<file path="config.mk">
export PLATFORM = sky130hd
export DESIGN_NAME = wtba_ctrl
export DESIGN_NICKNAME = d
export VERILOG_FILES = /design/src/rtl/assert_macros.svh /design/src/rtl/wtba_pkg.sv /design/src/rtl/wtba_ctrl.sv
export SDC_FILE = /design/constraint.sdc
export NUM_CORES = 1
export LEC_CHECK = 0
export BUFFER_PORTS_ARGS = -buffer_cell sky130_fd_sc_hd__buf_2
export CAP_MARGIN = 40
export CORE_AREA = 2 2 39 41
export CTS_CLUSTER_SIZE = 40
export DETAILED_ROUTE_END_ITERATION = 8
export DIE_AREA = 0 0 41 43
export GPL_TIMING_DRIVEN = 0
export SLEW_MARGIN = 40
export SYNTH_ARGS = -nofsm -noshare
export SYNTH_HDL_FRONTEND = slang
export SYNTH_SLANG_ARGS = --single-unit
</file>
<file path="constraint.sdc">
create_clock -name clk -period 1.4 [get_ports clk]
set_clock_uncertainty 0.05 [all_clocks]
set_input_delay 0.28 -clock clk [delete_from_list [all_inputs] [get_ports clk]]
set_output_delay 0.28 -clock clk [all_outputs]
set_load 0.05 [all_outputs]
</file>
<file path="src/rtl/assert_macros.svh">
// Assertion macros used by the RTL file that carries checks.
`ifndef ASSERT_MACROS_SVH
`define ASSERT_MACROS_SVH

// Implication checked on every rising clock edge outside reset.
`define ASSERT_IMPL(label, ante, cons, msg) \
    label: assert property (@(posedge clk) disable iff (!rst_n) (ante) |-> (cons)) \
        else $error(msg);

// Implication whose consequence is checked on the clock after the antecedent.
`define ASSERT_NEXT(label, ante, cons, msg) \
    label: assert property (@(posedge clk) disable iff (!rst_n) (ante) |=> (cons)) \
        else $error(msg);

`endif

</file>
<file path="src/rtl/wtba_pkg.sv">
// Package with the types, constants and sRGB threshold table of the blend accumulator.
package wtba_pkg;

    localparam int MAX_WIDTH  = 256;
    localparam int MAX_HEIGHT = 256;
    localparam int LUT_SIZE   = 4096;

    localparam int PIXELS    = MAX_WIDTH * MAX_HEIGHT;
    localparam int ADDR_W    = $clog2(PIXELS);
    localparam int LUT_BITS  = $clog2(LUT_SIZE);
    localparam int IDX_W     = $clog2(LUT_SIZE + 2);
    localparam int SIZE_W    = $clog2(MAX_WIDTH > MAX_HEIGHT ? MAX_WIDTH : MAX_HEIGHT) + 2;
    localparam int COORD_W   = SIZE_W + 1;
    localparam int Q_W       = 17;
    localparam int DIVSH_W   = 40 + Q_W;

    typedef enum logic
    {
        REQ_ACC  = 1'b0,
        REQ_READ = 1'b1
    } req_t;

    typedef enum logic [1:0]
    {
        STAT_ACC  = 2'd0,
        STAT_DROP = 2'd1,
        STAT_READ = 2'd2
    } status_t;

    typedef enum logic
    {
        CFG_WIDTH  = 1'b0,
        CFG_HEIGHT = 1'b1
    } cfg_idx_t;

    typedef enum logic [2:0]
    {
        S_CLEAR,
        S_IDLE,
        S_CHECK,
        S_FETCH,
        S_DIV,
        S_ENC,
        S_RESULT
    } state_t;

    typedef struct packed
    {
        logic clear;
        logic load;
        logic check;
        logic fetch;
        logic div;
        logic enc;
    } cmd_t;

    typedef struct packed
    {
        logic drop;
        logic is_read;
        logic clr_last;
        logic step_last;
    } dp_stat_t;

    typedef struct packed
    {
        logic [47:0] sum_r;
        logic [47:0] sum_g;
        logic [47:0] sum_b;
        logic [39:0] sum_w;
    } pix_t;

    typedef logic [IDX_W-1:0] thr_tab_t [256];

    function automatic logic reaches_code(int unsigned idx, int unsigned c);
        logic [255:0] lhs;
        logic [255:0] rhs;
        lhs = 256'd1;
        rhs = 256'd1;
        if (c <= 10)
        begin
            return (64'(idx) * 64'd32946) >= (64'((2 * c - 1) * 5) * 64'(LUT_SIZE));
        end
        for (int k = 0; k < 5; k++)
        begin
            lhs = lhs * 256'(idx);
            rhs = rhs * 256'(LUT_SIZE);
        end
        for (int k = 0; k < 12; k++)
        begin
            lhs = lhs * 256'd10761;
            rhs = rhs * 256'(40 * c + 541);
        end
        return lhs >= rhs;
    endfunction

    function automatic thr_tab_t build_thr();
        thr_tab_t t;
        int unsigned lo;
        int unsigned hi;
        int unsigned mid;
        t[0] = '0;
        for (int unsigned c = 1; c <= 255; c++)
        begin
            lo = 0;
            hi = LUT_SIZE + 1;
            while (lo < hi)
            begin
                mid = lo + ((hi - lo) >> 1);
                if (reaches_code(mid, c))
                begin
                    hi = mid;
                end
                else
                begin
                    lo = mid + 1;
                end
            end
            t[c] = IDX_W'(lo);
        end
        return t;
    endfunction

    localparam thr_tab_t CODE_THR = build_thr();

endpackage

</file>
<file path="src/rtl/wtba_ctrl.sv">
// Controller state machine that sequences clearing, accumulation and reads.
module wtba_ctrl
    import wtba_pkg::*;
(
    input  logic     clk,
    input  logic     rst_n,
    input  logic     start,
    input  dp_stat_t dp_stat,
    output cmd_t     cmd,
    output logic     busy,
    output logic     done
);

    state_t state_reg;
    state_t state_next;

    always_ff @(posedge clk or negedge rst_n)
    begin
        if (!rst_n)
        begin
            state_reg <= S_CLEAR;
        end
        else
        begin
            state_reg <= state_next;
        end
    end

    always_comb
    begin
        state_next = state_reg;
        cmd        = '0;
        busy       = 1'b1;
        done       = 1'b0;
        unique case (state_reg)
            S_CLEAR:
            begin
                cmd.clear = 1'b1;
                if (dp_stat.clr_last)
                begin
                    state_next = S_IDLE;
                end
            end
            S_IDLE:
            begin
                busy     = 1'b0;
                cmd.load = start;
                if (start)
                begin
                    state_next = S_CHECK;
                end
            end
            S_CHECK:
            begin
                cmd.check  = 1'b1;
                state_next = dp_stat.drop ? S_RESULT : S_FETCH;
            end
            S_FETCH:
            begin
                cmd.fetch  = 1'b1;
                state_next = dp_stat.is_read ? S_DIV : S_RESULT;
            end
            S_DIV:
            begin
                cmd.div = 1'b1;
                if (dp_stat.step_last)
                begin
                    state_next = S_ENC;
                end
            end
            S_ENC:
            begin
                cmd.enc = 1'b1;
                if (dp_stat.step_last)
                begin
                    state_next = S_RESULT;
                end
            end
            S_RESULT:
            begin
                done       = 1'b1;
                state_next = S_IDLE;
            end
            default:
            begin
                state_next = S_IDLE;
            end
        endcase
    end

endmodule

</file>
==> results of run 1 <==
## repair_timing
| action | CTS | global route |
|---|---|---|
| setup buffers | 3 | 5 |
| hold buffers | 1 | 0 |
| resized for setup | 17 | 7 |
| pin swaps | 0 | 2 |
| setup endpoints to repair | 8 | 8 |
| endpoints found under the hold margin | 3 | 0 |
## logic make-up (layout without fill, tap and decap cells)
| kind of cell | Yosys count | after routing | share of synthesized area |
|---|---|---|---|
| AND/OR/NAND/NOR | 16 | 16 | 0.396 |
| buffers and inverters | 5 | 30 | 0.148 |
| AO/OA/AOI/OAI | 6 | 6 | 0.158 |
| flip-flops | 3 | 3 | 0.297 |
## layer usage
metal  vias to the layer above  part of all wire  GRT usage
li1                        154                 -          -
met1                       134              0.43     0.0906
met2                        11              0.50      0.134
met3                         0             0.069     0.0366
met4                         0                 0     0.0200
met5                         -                 0          0
## layout make-up
cell class                 count  area [µm²]
timing repair buffer          23         199
multi-input combinational     22         189
tap                           16        20.0
clock buffer                   4        26.3
sequential                     3        76.3
fill                         149         852
buffer                         1        11.3
inverter                       2        10.0
## power breakdown
part	internal (W)	switching, W	total [W]
clock network	0.000107	0.0000403	0.000147
registers	0.000134	0.0000583	0.000193
logic	0.000522	0.000649	0.00117
total	0.000763	0.000747	0.00151
## worst paths after layout
path,endpoint,cells past startpoint
worst min-delay path,state_reg[1]$_DFFE_PN0P_,2
worst min register to register,state_reg[2]$_DFFE_PN0P_,2
worst max-delay path,cmd[4],4
min in group asynchronous,state_reg[2]$_DFFE_PN0P_,2
worst max register to register,state_reg[0]$_DFFE_PN0P_,5
max in group asynchronous,state_reg[2]$_DFFE_PN0P_,2
## placed cells by master (no fill, tap or decap), drive strengths merged
cell type	count
nand2	1
a21oi	1
nor2	4
a311oi	1
inv	2
buf	23
or3	1
dfrtp	3
and3	1
nor3	3
clkbuf	4
nand2b	2
a21o	1
dlygate4sd3	1
nor2b	1
o21ai	2
nor3b	2
a2111oi	1
nand3b	1
## through the flow
stage / setup TNS [ns] / hold slack [ns] / cells
4_1_cts: -1.27 / 0.241 / 67
6_report: -0.842 / 0.258 / 71
3_3_place_gp: -0.242 / 0.0275 / 60
3_5_place_dp: -0.288 / 0.0293 / 60
2_1_floorplan: -0.918 / -0.0656 / 30
5_1_grt: -1.35 / 0.250 / 71
## worst max-delay path, cell delays in order, from the launching register on
cell	delay, ns
dfrtp_1	0.40
inv_4	0.04
or3_4	0.37
nor2_4	0.10
buf_8	0.15
==> metrics.cfg, run 1 <==
[run_status]
status = finished, violations left
violations = setup timing

[layout]
postLayoutCoreUtil = 0.384
insertedDiodeCount = 0
largest_reg_flops = 3
drive_above_1_share = 0.673
syn_to_final_growth_pct = 110
postLayoutCellArea_um2 = 532
finalNetCount = 63

[clock_network]
path_clk_slew_ns = 0.04
cts_max_level = 1
cts.sinks = 3
cts_tree = built
clk_latency_ns = 0.22
clk_path_buf_depth = 2
cts_buffers = 3
root_buffer = clkbuf_4

[global_route]
grt_pass1_wl_um = 993
grt_overflow_total = 0
grt_pass1_vias = 256
grt_use_total = 0.0815
grt_max_degree = 13
antenna_found_initial = 0

[route]
drt-initial-drc-count = 2
vias = 299
drc = 0
drt_first_pass_iters = 4
vias_per_cell = 4.21
drt_wl_total_um = 744
antenna_left = 0
wl_per_cell_um = 10.5

[placement]
place_hpwl_um = 483
place.gp.congestion = 0.767
post_dp_cell_area_um2 = 363
post-place-ws_ns = -0.164
port_buffers = 14

[synth]
synth.area.top_cells = dfrtp_1 (30%), buf_6 (8.9%), nor3_1 (5.9%)
ys_top_cells_by_count = dfrtp_1 (3), nor2_1 (3), nor3_1 (3)
ys_warn_count = 0
yosysTopAreaCell = dfrtp_1
synth.distinct_cells = 22
synth_top_area_frac = 0.297
netlist_instances = 30
synth_seq_cells = 3
synth_edf_count = 0
synth_flop_cell = dfrtp_1
synth-seq-area-share = 0.297
async_flop_share = 1.00
syn_avg_cell_area_um2 = 8.42
synth_area_um2 = 253
synthesis.nets = 37

[worst_hold_path]
hp-class = input port to flop
worstHoldStart = dp_stat[0]

[critical_path]
crit_arrival_ns = 1.29
worstSetupPathType = flop to primary output
end_kind = primary output
reg2reg_slack_ns = 0.01
crit_path_start_kind = flop
rr_startpoint = state_reg[2]$_DFFE_PN0P_
startpoint = state_reg[0]$_DFFE_PN0P_
crit_path_max_fanout = 2
required_ns = 1.07

[timing]
period_needed_ns = 1.62
final_max_slew_viol_count = 0
final.setup.worst_slack_ns = -0.216
rsz0062_at_grt = true
worst_pin_slew_ns = 0.295
max_freq_mhz = 619
hold_violations = 0
fin_crit_sh = 1.15
relSlewSlack = 0.798
setup_viol = 8

[die]
num_io_pins = 15
initial_utilization = 0.183
rows = 14
fp.dieH_um = 43
coreArea_um2 = 1380
die_x_um = 41
dieArea_um2 = 1760

[job]
cap_violations = 0

[pwr]
p_leak_nw = 0.243
peakVddDrop_uv = 602
power.density_nw_per_um2 = 2840
p_total_w = 0.00151

No activity file was read; power rests on OpenSTA's default activity.
==> run 2: changes to the inputs <==
--- a/config.mk
+++ b/config.mk
@@ -7,11 +7,14 @@
 export LEC_CHECK = 0
 export BUFFER_PORTS_ARGS = -buffer_cell sky130_fd_sc_hd__buf_2
 export CAP_MARGIN = 40
-export CORE_AREA = 2 2 39 41
+export CELL_PAD_IN_SITES_DETAIL_PLACEMENT = 2
+export CELL_PAD_IN_SITES_GLOBAL_PLACEMENT = 2
+export CORE_UTILIZATION = 19
 export CTS_CLUSTER_SIZE = 40
 export DETAILED_ROUTE_END_ITERATION = 8
-export DIE_AREA = 0 0 41 43
 export GPL_TIMING_DRIVEN = 0
+export PLACE_DENSITY_LB_ADDON = 0.1
+export SKIP_CTS_REPAIR_TIMING = 1
 export SLEW_MARGIN = 40
 export SYNTH_ARGS = -nofsm -noshare
 export SYNTH_HDL_FRONTEND = slang
==> run 2 against run 1 <==
  * The flow still finishes with violations (setup timing)
  * Die area decreased by 16%
  * Clock-buffer cell count unchanged
  * Total power increased by 2.1%
  * Critical path depth unchanged
  * Clock power increased by 8%
  * Via count increased by 7.0%
  * Routed wire length increased by 27%
  * Design area decreased by 1.9%
  * Largest cell class unchanged
  * Highest routed layer unchanged
==> metrics.cfg, run 2 (synthesis gave the netlist of run 1 again) <==
[run_status]
status = finished, violations left
violations = setup timing

[placement]
port_buffers = 14
post-place-ws_ns = -0.171
place.gp.congestion = 0.692
post_dp_cell_area_um2 = 360
place_hpwl_um = 653

[clock_network]
path_clk_slew_ns = 0.04
root_buffer = clkbuf_4
clk_latency_ns = 0.23
cts_buffers = 3
cts.sinks = 3
clk_path_buf_depth = 2
cts_tree = built
cts_max_level = 1

[critical_path]
required_ns = 1.07
crit_path_start_kind = flop
rr_startpoint = state_reg[1]$_DFFE_PN0P_
worstSetupPathType = flop to primary output
cp_cell_sequence = buf_6, or3_4, nor2_4, buf_8
crit_arrival_ns = 1.37
crit_slowest_cell = dfrtp_1
worst_path_largest_cell_delay_ns = 0.41
crit_path_max_fanout = 4
reg2reg_depth = 3
crit_buf_inv = 2
end_kind = primary output
crit_family = simple AND/OR/NAND/NOR gates
reg2reg_slack_ns = 0.18
r2r-end = state_reg[0]$_DFFE_PN0P_

[pwr]
p_int_w = 0.000771
p_total_w = 0.00154
switchingPower_w = 0.000772
p_leak_nw = 0.246
sw_frac_of_total = 0.500
power_frac_clock = 0.103
combPwrFrac = 0.781
power_frac_seq = 0.116
power.density_nw_per_um2 = 2960
peakVddDrop_uv = 1580

[layout]
largest_reg_flops = 3
regArea_um2 = 76.3
syn_to_final_growth_pct = 106
multi_input_area_um2 = 173
layout_commonest_cell = buf_6
postLayoutCellArea_um2 = 522
finalNetCount = 64
final_cell_mix = buf_6 (9), buf_2 (8), buf_4 (5)
drive_above_1_share = 0.643
insertedDiodeCount = 0
fillers = 138

[timing]
final_max_slew_viol_count = 0
max_freq_mhz = 587
worst_pin_slew_ns = 0.325
relSlewSlack = 0.778
hold_violations = 0
rsz0062_at_grt = true
period_needed_ns = 1.70
setup_viol = 8
fin_crit_sh = 1.22
final.setup.worst_slack_ns = -0.305

[die]
fp.dieH_um = 38.5
initial_utilization = 0.216
die_x_um = 38.5
num_io_pins = 15
rows = 12
coreArea_um2 = 1170
dieArea_um2 = 1480

[global_route]
antenna_found_initial = 0
grt_pass1_vias = 295
grt_overflow_total = 0
grt_use_total = 0.150
grt_pass1_wl_um = 1380
grt_max_degree = 11

[worst_hold_path]
holdPathStages = 2
hp-class = input port to flop
hold_end = state_reg[1]$_DFFE_PN0P_
worstHoldStart = dp_stat[0]

[route]
drc = 0
drt_first_pass_iters = 2
vias_per_cell = 4.57
drt_wl_total_um = 945
vias = 320
antenna_left = 0
wl_per_cell_um = 13.5
drt-initial-drc-count = 3

[job]
cap_violations = 0

-- run 2: cell types whose count changed in the layout (fill, tap and decap cells not counted), sizes merged --
cell and change:
buf +1
-- run 2: area by class of cell --
class | instances | share of cell area
repair buffers | 22 | 0.348
multi-input cells | 22 | 0.331
flip-flops and latches | 3 | 0.146
plain buffers | 3 | 0.0719
clock buffers | 4 | 0.0504
well taps | 14 | 0.0336
inverters | 2 | 0.0192
-- run 2: power by group through the flow --
stage / sequential (W) / combinational, W / clock [W]
floorplan: 0.000157 / 0.000708 / 0
global placement: 0.000169 / 0.000848 / 0
detailed placement: 0.000168 / 0.000876 / 0
CTS: 0.000169 / 0.000883 / 0.000164
global route: 0.000188 / 0.00128 / 0.000176
finish: 0.000179 / 0.00121 / 0.000159
-- run 2: how the worst max path moves through the flow --
stage                     slack (ns)  endpoint                      from  cells past startpoint
after floorplan                -0.18    cmd[4]  state_reg[0]$_DFFE_PN0P_                      4
after global placement         -0.17    cmd[4]  state_reg[2]$_DFFE_PN0P_                      4
after detailed placement       -0.17    cmd[4]  state_reg[2]$_DFFE_PN0P_                      4
after CTS                      -0.45    cmd[4]  state_reg[2]$_DFFE_PN0P_                      4
after global routing           -0.35    cmd[4]  state_reg[0]$_DFFE_PN0P_                      5
final                          -0.30    cmd[4]  state_reg[2]$_DFFE_PN0P_                      4
-- run 2: metrics by stage --
stage	util	TNS [ns]	hold WS (ns)	instances
3_3_place_gp	0.308	-0.364	0.0247	58
4_1_cts	0.330	-2.37	-0.224	62
2_1_floorplan	-	-0.918	-0.0656	30
3_5_place_dp	0.308	-0.374	0.0298	58
6_report	0.446	-1.77	0.238	70
5_1_grt	0.446	-2.18	0.249	70
-- run 2: routing by layer --
layer	GRT usage	part of all wire	vias to the layer above
met5	0	0	-
met4	0.0776	0	0
met3	0.0698	0.050	0
met2	0.242	0.54	11
met1	0.161	0.41	152
li1	-	-	157
-- run 2: worst register-to-register path, delay by kind of cell, from the launching register on --
| kind | cells | cell delay, ns |
|---|---|---|
| buf+inv | 1 | 0.15 |
| simple gates | 1 | 0.17 |
| compound gates | 1 | 0.34 |
| flops | 1 | 0.43 |
==> run 3: changes to the inputs <==
--- a/config.mk
+++ b/config.mk
@@ -5,11 +5,12 @@
 export SDC_FILE = /design/constraint.sdc
 export NUM_CORES = 1
 export LEC_CHECK = 0
+export ABC_AREA = 1
 export BUFFER_PORTS_ARGS = -buffer_cell sky130_fd_sc_hd__buf_2
 export CAP_MARGIN = 40
 export CELL_PAD_IN_SITES_DETAIL_PLACEMENT = 2
 export CELL_PAD_IN_SITES_GLOBAL_PLACEMENT = 2
-export CORE_UTILIZATION = 19
+export CORE_UTILIZATION = 18
 export CTS_CLUSTER_SIZE = 40
 export DETAILED_ROUTE_END_ITERATION = 8
 export GPL_TIMING_DRIVEN = 0
==> run 3 against run 2 <==
  * Design area up 6.5%
  * Highest routed layer unchanged
  * Register-to-register slack hardly changed
  * Hold slack better by 0.015 ns
  * Sequential cell count did not move
  * Sequential power rose by 19%
  * Final cell count increased by 13%
  * Routed wire length fell by 6.1%
  * The run still ends with setup timing left
  * Die area grew 11%
  * Synthesized cell count increased by 33%
==> metrics.cfg, run 3 <==
[pwr]
combPwrFrac = 0.767
power_frac_clock = 0.096
peakVddDrop_uv = 797
power_frac_seq = 0.137
power.density_nw_per_um2 = 2800
p_leak_nw = 0.275
switchingPower_w = 0.000847
sw_frac_of_total = 0.545
p_int_w = 0.000706

[synth]
syn_avg_cell_area_um2 = 6.66
synth_flop_cell = dfrtp_1
ys_top_cells_by_count = nand2_1 (8), inv_1 (7), nor2_1 (5)
async_flop_share = 1.00
synthesis.nets = 47
synth.distinct_cells = 13
synth_area_um2 = 267
yosysTopAreaCell = dfrtp_1
synth.area.top_cells = dfrtp_1 (28%), nand2_1 (11%), inv_1 (9.9%)
ys_warn_count = 0
synth_top_area_frac = 0.282
synth-seq-area-share = 0.282
netlist_instances = 40
yosysMostFrequentCell = nand2_1
synth_edf_count = 0
synth_seq_cells = 3

[layout]
postLayoutCoreUtil = 0.417
final_cell_mix = inv_1 (6), nor2_4 (6), nand2_1 (6), buf_2 (6), buf_4 (6)
syn_to_final_growth_pct = 108
drive_above_1_share = 0.656
fillers = 164
postLayoutCellArea_um2 = 556
insertedDiodeCount = 0
finalNetCount = 72
largest_reg_flops = 3

[critical_path]
end_kind = primary output
worstSetupPathType = flop to primary output
r2r-end = state_reg[1]$_DFFE_PN0P_
reg2reg_depth = 7
rr_startpoint = state_reg[1]$_DFFE_PN0P_
crit_path_start_kind = flop
crit_arrival_ns = 1.16
reg2reg_slack_ns = 0.17
crit_path_max_fanout = 6
required_ns = 1.07

[clock_network]
cts_buffers = 3
root_buffer = clkbuf_4
path_clk_slew_ns = 0.04
cts_max_level = 1
clk_latency_ns = 0.23
cts_tree = built
clk_path_buf_depth = 2
cts.sinks = 3

[placement]
place.gp.congestion = 0.719
place_hpwl_um = 700
port_buffers = 14
post_dp_cell_area_um2 = 393

[die]
num_io_pins = 15
initial_utilization = 0.200
die_x_um = 40.5
rows = 13
coreArea_um2 = 1330
dieArea_um2 = 1640
fp.dieH_um = 40.5

[timing]
max_freq_mhz = 671
whs_ns = 0.253
worst_pin_slew_ns = 0.205
final.setup.worst_slack_ns = -0.0895
final_max_slew_viol_count = 0
setup_viol = 8
relSlewSlack = 0.864
period_needed_ns = 1.49
hold_violations = 0
rsz0062_at_grt = true
fin_crit_sh = 1.06

[route]
vias = 336
wl_per_cell_um = 11.2
drt_first_pass_iters = 1
antenna_left = 0
drc = 0
drt_wl_total_um = 887
drt-initial-drc-count = 0
vias_per_cell = 4.25

[worst_hold_path]
holdPathStages = 3
worstHoldStart = dp_stat[3]
hp-class = input port to flop
hold_end = state_reg[2]$_DFFE_PN0P_

[run_status]
violations = setup timing
status = finished, violations left

[global_route]
grt_overflow_total = 0
antenna_found_initial = 0
grt_max_degree = 10
grt_pass1_vias = 322
grt_use_total = 0.118
grt_pass1_wl_um = 1280

[job]
cap_violations = 0

-- run 3: cells by family (layout without fill, tap and decap cells) --
family	count (synthesis)	after routing	synth area share
compound gates	4	4	0.0751
simple gates	23	23	0.474
buf+inv	10	34	0.169
flops	3	3	0.282
-- run 3: through the flow --
| stage | setup slack, ns | setup TNS, ns | total power, W | cells |
|---|---|---|---|---|
| floorplan | -0.0807 | -0.0807 | 0.000915 | 40 |
| global placement | -0.0439 | -0.0855 | 0.00108 | 69 |
| detailed placement | -0.0676 | -0.170 | 0.00110 | 69 |
| CTS | -0.321 | -1.73 | 0.00126 | 73 |
| global route | -0.134 | -0.783 | 0.00165 | 79 |
| finish | -0.0895 | -0.412 | 0.00155 | 79 |
-- run 3: per-layer routing --
| metal | track usage | part of all wire |
|---|---|---|
| met5 | 0 | 0 |
| met2 | 0.230 | 0.58 |
| met1 | 0.130 | 0.39 |
| met3 | 0 | 0.030 |
| met4 | 0.0500 | 0 |
-- run 3: worst max-delay path by stage --
stage / startpoint / depth (start not counted) / end / slack [ns]
after detailed placement: state_reg[2]$_DFFE_PN0P_ / 4 / cmd[2] / -0.07
after CTS: state_reg[2]$_DFFE_PN0P_ / 4 / cmd[2] / -0.32
after floorplan: state_reg[0]$_DFFE_PN0P_ / 2 / cmd[5] / -0.08
after global routing: state_reg[2]$_DFFE_PN0P_ / 4 / cmd[2] / -0.13
final: state_reg[1]$_DFFE_PN0P_ / 4 / cmd[4] / -0.09
after global placement: state_reg[2]$_DFFE_PN0P_ / 4 / cmd[2] / -0.04
-- run 3: layout make-up --
| type | count | area (µm²) | share of cell area |
|---|---|---|---|
| buffer | 1 | 11.3 | 0.0203 |
| multi-input combinational | 27 | 204 | 0.367 |
| sequential | 3 | 77.6 | 0.140 |
| inverter | 9 | 38.8 | 0.0698 |
| tap | 15 | 18.8 | 0.0338 |
| timing repair buffer | 20 | 179 | 0.322 |
| clock buffer | 4 | 26.3 | 0.0473 |
-- run 3: worst max-delay path, stage by stage, from the launching register on --
cell	delay, ns
dfrtp_2	0.48
inv_4	0.11
nand3_4	0.09
nor2_4	0.10
buf_8	0.15
-- run 3: power by group through the flow --
stage,clock [W],sequential [W],combinational (W)
2_1_floorplan,0,0.000179,0.000736
6_report,0.000150,0.000213,0.00119
4_1_cts,0.000156,0.000194,0.000908
5_1_grt,0.000158,0.000220,0.00128
3_3_place_gp,0,0.000195,0.000883
3_5_place_dp,0,0.000195,0.000905
